File: src/rtl/core/m4i_pkg.sv
package m4i_pkg;

	localparam int FRAC_BITS_DEF  = 16;
	localparam int WORD_WIDTH_DEF = 32;

	// multiplicand source
	localparam logic [1:0] MC_ELEM = 2'd0;
	localparam logic [1:0] MC_MNR  = 2'd1;
	localparam logic [1:0] MC_COF  = 2'd2;

	// accumulator that a finished product goes into
	localparam logic [1:0] TGT_MNR = 2'd0;
	localparam logic [1:0] TGT_COF = 2'd1;
	localparam logic [1:0] TGT_DET = 2'd2;

	typedef struct packed {
		logic       wr_en;
		logic [3:0] wr_addr;
		logic [3:0] rd_addr;
		logic [1:0] mc_src;
		logic       mc_load;
		logic       ld_mplier;
		logic       mul_step;
		logic       mul_last;
		logic       cmt_en;
		logic [1:0] cmt_tgt;
		logic       cmt_clr;
		logic       cmt_sub;
		logic       div_init;
		logic       div_chk;
		logic       div_step;
		logic       out_load;
		logic       out_last;
	} m4i_cmd_t;

	typedef struct packed {
		logic det_zero;
	} m4i_stat_t;

endpackage

File: src/rtl/core/m4i_dpath.sv
module m4i_dpath #(
	parameter int FRAC_BITS  = m4i_pkg::FRAC_BITS_DEF,
	parameter int WORD_WIDTH = m4i_pkg::WORD_WIDTH_DEF
) (
	input  logic                  clk,
	input  m4i_pkg::m4i_cmd_t     cmd,
	output m4i_pkg::m4i_stat_t    stat,
	input  logic [WORD_WIDTH-1:0] in_value,
	output logic [WORD_WIDTH-1:0] out_value,
	output logic                  out_singular,
	output logic                  out_overflow,
	output logic                  out_last
);
	import m4i_pkg::*;

	localparam int W  = WORD_WIDTH;
	localparam int AW = 4 * W + 4;
	localparam int NW = 5 * W + 2 * FRAC_BITS + 4;
	localparam logic [W-1:0] HALF = {1'b1, {(W - 1){1'b0}}};

	logic [W-1:0]  mem_q [16];
	logic [W-1:0]  rd_q;
	logic [AW-1:0] mcand_q, prod_q, mnr_q, cof_q, det_q;
	logic [W-1:0]  mplier_q;
	logic [NW-1:0] num_q, dvs_q;
	logic [W-1:0]  quo_q;
	logic          neg_q, ovf_q;

	logic [AW-1:0] rd_ext, tgt_val, cmt_val, abs_cof, abs_det;
	logic [W-1:0]  q_sat, q_res;
	logic          sat;
	logic          num_ge;

	assign rd_ext  = {{(AW - W){rd_q[W-1]}}, rd_q};
	assign abs_cof = cof_q[AW-1] ? -cof_q : cof_q;
	assign abs_det = det_q[AW-1] ? -det_q : det_q;
	assign num_ge  = (num_q >= dvs_q);
	assign stat.det_zero = (det_q == '0);

	always_comb begin
		unique case (cmd.cmt_tgt)
			TGT_MNR: tgt_val = mnr_q;
			TGT_COF: tgt_val = cof_q;
			default: tgt_val = det_q;
		endcase
		cmt_val = (cmd.cmt_clr ? '0 : tgt_val) + (cmd.cmt_sub ? -prod_q : prod_q);
	end

	// saturate the magnitude, then apply the sign
	always_comb begin
		sat   = ovf_q || (neg_q ? (quo_q > HALF) : (quo_q > HALF - W'(1)));
		q_sat = sat ? (neg_q ? HALF : HALF - W'(1)) : quo_q;
		q_res = neg_q ? -q_sat : q_sat;
	end

	always_ff @(posedge clk) begin
		if (cmd.wr_en) begin
			mem_q[cmd.wr_addr] <= in_value;
		end
		rd_q <= mem_q[cmd.rd_addr];

		if (cmd.mc_load) begin
			unique case (cmd.mc_src)
				MC_MNR:  mcand_q <= mnr_q;
				MC_COF:  mcand_q <= cof_q;
				default: mcand_q <= rd_ext;
			endcase
		end
		if (cmd.ld_mplier) begin
			mplier_q <= rd_q;
			prod_q   <= '0;
		end
		// shift-add, the sign bit has negative weight
		if (cmd.mul_step) begin
			if (mplier_q[0]) begin
				prod_q <= prod_q + (cmd.mul_last ? -mcand_q : mcand_q);
			end
			mcand_q  <= mcand_q << 1;
			mplier_q <= mplier_q >> 1;
		end
		if (cmd.cmt_en) begin
			unique case (cmd.cmt_tgt)
				TGT_MNR: mnr_q <= cmt_val;
				TGT_COF: cof_q <= cmt_val;
				default: det_q <= cmt_val;
			endcase
		end

		// round to nearest: (2*|cof|*2^2F + |det|) / (2*|det|)
		if (cmd.div_init) begin
			neg_q <= cof_q[AW-1] ^ det_q[AW-1];
			num_q <= (NW'(abs_cof) << (2 * FRAC_BITS + 1)) + NW'(abs_det);
			dvs_q <= NW'(abs_det) << (W + 1);
		end
		if (cmd.div_chk) begin
			ovf_q <= num_ge;
			dvs_q <= dvs_q >> 1;
			quo_q <= '0;
		end
		if (cmd.div_step) begin
			if (num_ge) begin
				num_q <= num_q - dvs_q;
			end
			quo_q <= {quo_q[W-2:0], num_ge};
			dvs_q <= dvs_q >> 1;
		end

		if (cmd.out_load) begin
			out_value    <= stat.det_zero ? '0 : q_res;
			out_singular <= stat.det_zero;
			out_overflow <= !stat.det_zero && sat;
			out_last     <= cmd.out_last;
		end
	end

endmodule

File: config.mk
export PLATFORM = sky130hd
export DESIGN_NAME = m4i_dpath
export DESIGN_NICKNAME = d
export VERILOG_FILES = /design/src/rtl/core/m4i_pkg.sv /design/src/rtl/core/m4i_dpath.sv
export SDC_FILE = /design/constraint.sdc
export NUM_CORES = 2
export LEC_CHECK = 0
export BUFFER_PORTS_ARGS = -buffer_cell sky130_fd_sc_hd__buf_2
export CORE_MARGIN = 4
export CORE_UTILIZATION = 65
export DETAILED_ROUTE_END_ITERATION = 16
export GPL_TIMING_DRIVEN = 0
export MAX_ROUTING_LAYER = met4
export PLACE_DENSITY = 0.94
export SYNTH_ARGS = -nofsm -noshare
export SYNTH_HDL_FRONTEND = slang
export SYNTH_SLANG_ARGS = --single-unit
File: constraint.sdc
create_clock -name clk -period 19.6 [get_ports clk]
set_clock_uncertainty 0.15 [all_clocks]
set_input_delay 3.92 -clock clk [delete_from_list [all_inputs] [get_ports clk]]
set_output_delay 3.92 -clock clk [all_outputs]
set_load 0.01 [all_outputs]
==> flow_summary.ini, run 1 <==
[logic_synthesis]
yosys_warnings = 0
ys_types = 104
synthArstFlopShare = 0
synthCells = 12000
seq_area_frac_synth = 0.412
synth_edf_count = 1304
synth_ff_type = edfxtp_1
synth-seq-cells = 1666
syn-num-nets = 12600
syn_area_um2 = 113000
avgSynthCellArea_um2 = 9.39

[clock_network]
cts_buffer_depth = 3
cts.sinks = 1666
cts-root-buf = clkbuf_16
htreeDepth = 4
cts_hold_buf = 0
post_cts_buffers = 0
cts_resized = 0
cts-buffers-inserted = 177

[placed_design]
dp.final_hpwl_um = 345000
gp_congestion = 1.08
pre_cts_ws_ns = 7.64
io_buffer_count = 85

[outcome]
first-error = [ERROR GRT-0183] Net _06598_: the 3D maze router ran out of legal paths (heap underflow) - the net is boxed in by local congestion or blockages.
status = stopped before the end
lastStage = global routing

[grt]
antenna_found_initial = 67
grt_max_degree = 75

[floorplanning]
die-height_um = 424
rows = 152
num_io_pins = 94
fp.dieW_um = 424
start_util = 0.655
-- cell families after synthesis --
group / count (synthesis) / synth area share
AO/OA/AOI/OAI: 3672 / 0.201
multiplexers: 406 / 0.0543
flip-flops: 1666 / 0.412
AND/OR/NAND/NOR: 3553 / 0.153
XOR/XNOR: 1059 / 0.0824
buffers and inverters: 1106 / 0.0369
adder cells (fa/ha/maj): 537 / 0.0598
-- cell usage after synthesis (206+ instances only) --
cell type | number | area, um^2
a21o_1 | 369 | 2770
a21oi_1 | 1109 | 5550
clkbuf_1 | 668 | 2510
dfxtp_1 | 362 | 7250
edfxtp_1 | 1304 | 39200
ha_1 | 530 | 6630
inv_1 | 373 | 1400
mux2i_1 | 206 | 2060
nand2_1 | 1032 | 3870
nand4_1 | 256 | 1600
nor2_1 | 981 | 3680
nor3_1 | 209 | 1050
o21ai_0 | 1029 | 5150
o31ai_1 | 211 | 1580
xnor2_1 | 748 | 6550
xor2_1 | 310 | 2720
-- per-stage QoR --
| stage | cell area, um^2 | util | instances | hold WS [ns] |
|---|---|---|---|---|
| 2_1_floorplan | 113000 | - | 12000 | 0.296 |
| 3_3_place_gp | 116000 | 0.675 | 14400 | 0.309 |
| 3_5_place_dp | 117000 | 0.680 | 14400 | 0.328 |
| 4_1_cts | 123000 | 0.715 | 14800 | 0.339 |
==> run 2, diff against run 1 <==
--- a/config.mk
+++ b/config.mk
@@ -7,11 +7,10 @@
 export LEC_CHECK = 0
 export BUFFER_PORTS_ARGS = -buffer_cell sky130_fd_sc_hd__buf_2
 export CORE_MARGIN = 4
-export CORE_UTILIZATION = 65
+export CORE_UTILIZATION = 40
 export DETAILED_ROUTE_END_ITERATION = 16
 export GPL_TIMING_DRIVEN = 0
-export MAX_ROUTING_LAYER = met4
-export PLACE_DENSITY = 0.94
+export PLACE_DENSITY_LB_ADDON = 0.15
 export SYNTH_ARGS = -nofsm -noshare
 export SYNTH_HDL_FRONTEND = slang
 export SYNTH_SLANG_ARGS = --single-unit
==> run 2 against run 1 <==
  * The flow now finishes without violations
  * Synthesized area is the same
  * Synthesized cell count is the same
==> flow_summary.ini, run 2 <==
[logic_synthesis]
seq_area_frac_synth = 0.412
yosysMostFrequentCell = edfxtp_1
ys_types = 104
synth_common_cells = 1304 x edfxtp_1, 1109 x a21oi_1, 1032 x nand2_1, 1029 x o21ai_0, 981 x nor2_1
synthCells = 12000
synth_edf_count = 1304
synth_ff_type = edfxtp_1
synthTopCellsByArea = edfxtp_1 35%, dfxtp_1 6.4%, ha_1 5.9%
syn-num-nets = 12600
avgSynthCellArea_um2 = 9.39
yosys_warnings = 0
synth.top_cell.area_share = 0.348
synthArstFlopShare = 0
syn_area_um2 = 113000
synth-seq-cells = 1666
yosysTopAreaCell = edfxtp_1

[clock_network]
cts_buffer_depth = 4
clk_latency_ns = 0.91
cts-root-buf = clkbuf_16
htreeDepth = 4
cts_tree = yes
cts.sinks = 1666
cts_hold_buf = 0
cts_resized = 0
clkSlewWorstSetupHoldPaths_ns = 0.06
post_cts_buffers = 0
cts-buffers-inserted = 196

[finish]
largest-register = mem_q
postLayoutCellArea_um2 = 125000
drive_above_1_share = 0.0615
final_common_cell = edfxtp_1
largest_register_ffs = 512
finalNonFillerCells = 16200
top_regs = mem_q: 512 flops, num_q: 196 flops, dvs_q: 165 flops
finalCoreUtilization = 0.447
syn2layout_area_growth_pct = 11.1
mostFrequentLayoutCells = 1304 x edfxtp_1, 1109 x a21oi_1, 1032 x nand2_1
final_nets = 12900

[critical_path]
arrival_ns = 11.99
critical_path_class = in2reg
path_cells = clkbuf_1 > clkbuf_1 > buf_1 > mux2i_1 > nor2_1 > a21oi_1 > nor2_1 > ha_1 > clkbuf_1 > nand2_1 > nor3_1 > nand4_1 > nor4_1 > o311ai_0 > o2111ai_1 > nand2_1 > o21ai_0 > a41oi_1 > a31o_2 > o41ai_1 > a31oi_1 > o21ai_0 > xor2_1
critical_path.max_fanout = 10
cp_slowest_stage_delay_ns = 1.13
path_buf_inv = 4
startpoint_type = input pin
slowest_stage = buf_1
path_delay_family = compound AO/OA/AOI/OAI gates
cp.required_ns = 20.09
crit_path_frequent_cell = clkbuf_1
crit_path_end_kind = flop

[power]
switching_share = 0.489
p_leak_nw = 45.9
p_total_w = 0.0217
p_switching_w = 0.0106
sequentialPowerShare = 0.265
powerDensity_nw_per_um2 = 173
combinationalPowerShare = 0.566
clock_power_share = 0.169
vdd.ir_drop.worst_mv = 0.0802
power.internal_w = 0.0111

[routing]
drt_iter0_drc = 12200
dr_wl_met2_um = 181000
postRouteAntennaNets = 0
top_layer = met5
via_count = 99700
drt-total-wl_um = 440000
wl_met1_um = 202000
drc = 0
drt-vias-per-instance = 6.14
wl_met3_um = 38200
wl_per_cell_um = 27.1
dr.pass1.iters = 7

[grt]
grt_pass1_wl_um = 633000
grt_max_degree = 68
grt_usage = 0.290
grt_pass1_vias = 92600
antenna_found_initial = 20
grt_overflow = 0

[floorplanning]
num_io_pins = 94
rows = 194
start_util = 0.403
die_area_um2 = 290000
fp.dieW_um = 539
die-height_um = 539
core_um2 = 280000

[sta]
max_freq_ghz = 0.0869
slew_headroom = 0.0291
period_minus_slack_ns = 11.50
finalMaxSlewViolations = 0
rsz0062_at_grt = false
hold_viol = 0
min_period_over_period = 0.587
report.final.setup_viol = 0
worstMarginPinSlew_ns = 1.46

[outcome]
status = complete, no violations

[placed_design]
io_buffer_count = 85
postPlaceCellArea_um2 = 119000
place_inst = 15900
gp_congestion = 1.03
dp.final_hpwl_um = 353000

[worst_hold_path]
hold_path_class = reg2reg

[run]
cap_violations = 0
## run 2: cell counts after synthesis
Identical to the previous run, type by type.
## run 2: path summary, 6_finish.rpt
kind	cells after the start	start	slack (ns)	endpoint
worst max-delay path	23	cmd[7]	8.10	cof_q[130]
worst min-delay path	2	num_q[183]	0.35	num_q[183]
worst max register to register	22	cof_q[131]	9.96	num_q[112]
worst min register to register	2	num_q[183]	0.35	num_q[183]
## run 2: kinds of logic (layout without fill, tap and decap cells)
kind of cell,after synthesis,after routing,synth area share
other,0,7,0
and+or+nand+nor,3553,3553,0.153
buffers and inverters,1106,1607,0.0369
xor gates and xnor gates,1059,1059,0.0824
AOI/OAI and AO/OA,3672,3672,0.201
muxes,406,406,0.0543
DFF,1666,1666,0.412
adders and majority gates,537,537,0.0598
## run 2: power groups by stage
| stage | combinational, W | sequential (W) | clock [W] |
|---|---|---|---|
| floorplan | 0.00812 | 0.00541 | 0 |
| global placement | 0.0117 | 0.00574 | 0 |
| detailed placement | 0.0118 | 0.00575 | 0 |
| CTS | 0.0119 | 0.00569 | 0.00372 |
| global route | 0.0132 | 0.00579 | 0.00387 |
| finish | 0.0123 | 0.00574 | 0.00367 |
## run 2: layer usage
layer	up-vias	track usage
li1	45500	-
met1	48800	0.439
met2	4787	0.419
met3	672	0.0383
met4	2	0.105
met5	-	0
## run 2: worst reg2reg max path, cell delays in order (launching register included)
cell,delay (ns)
edfxtp_1,0.71
clkbuf_1,0.42
clkbuf_1,0.42
clkbuf_1,0.80
clkbuf_1,0.68
clkbuf_1,0.62
clkbuf_1,0.77
nand2_1,0.16
xnor2_1,0.48
ha_1,0.20
clkbuf_1,0.28
nand4_1,0.17
nor4_1,0.42
nor3b_1,0.49
nor2_1,0.21
o211a_1,0.34
or2_2,0.29
clkbuf_1,0.21
o41ai_1,0.76
a21oi_1,0.19
xnor2_1,0.46
mux2i_1,0.17
a21oi_1,0.17
## run 2: stage by stage
stage	setup TNS, ns	hold WS, ns	setup WS (ns)
6_report	0	0.345	8.10
5_1_grt	0	0.368	7.85
4_1_cts	0	0.344	8.15
3_5_place_dp	0	0.331	7.25
3_3_place_gp	-320.82	0.316	-2.48
2_1_floorplan	0	0.296	4.54
## run 2: area by class of cell
type	instances	area (um^2)
diodes	7	17.5
plain buffers	731	2760
clock buffers	257	5270
clock inverters	105	1080
fillers	26900	155000
inverters	375	1410
multi-input cells	9227	62300
flip-flops and latches	1666	46400
well taps	3724	4660
repair buffers	139	1260
(Power assumes the default switching activity.)
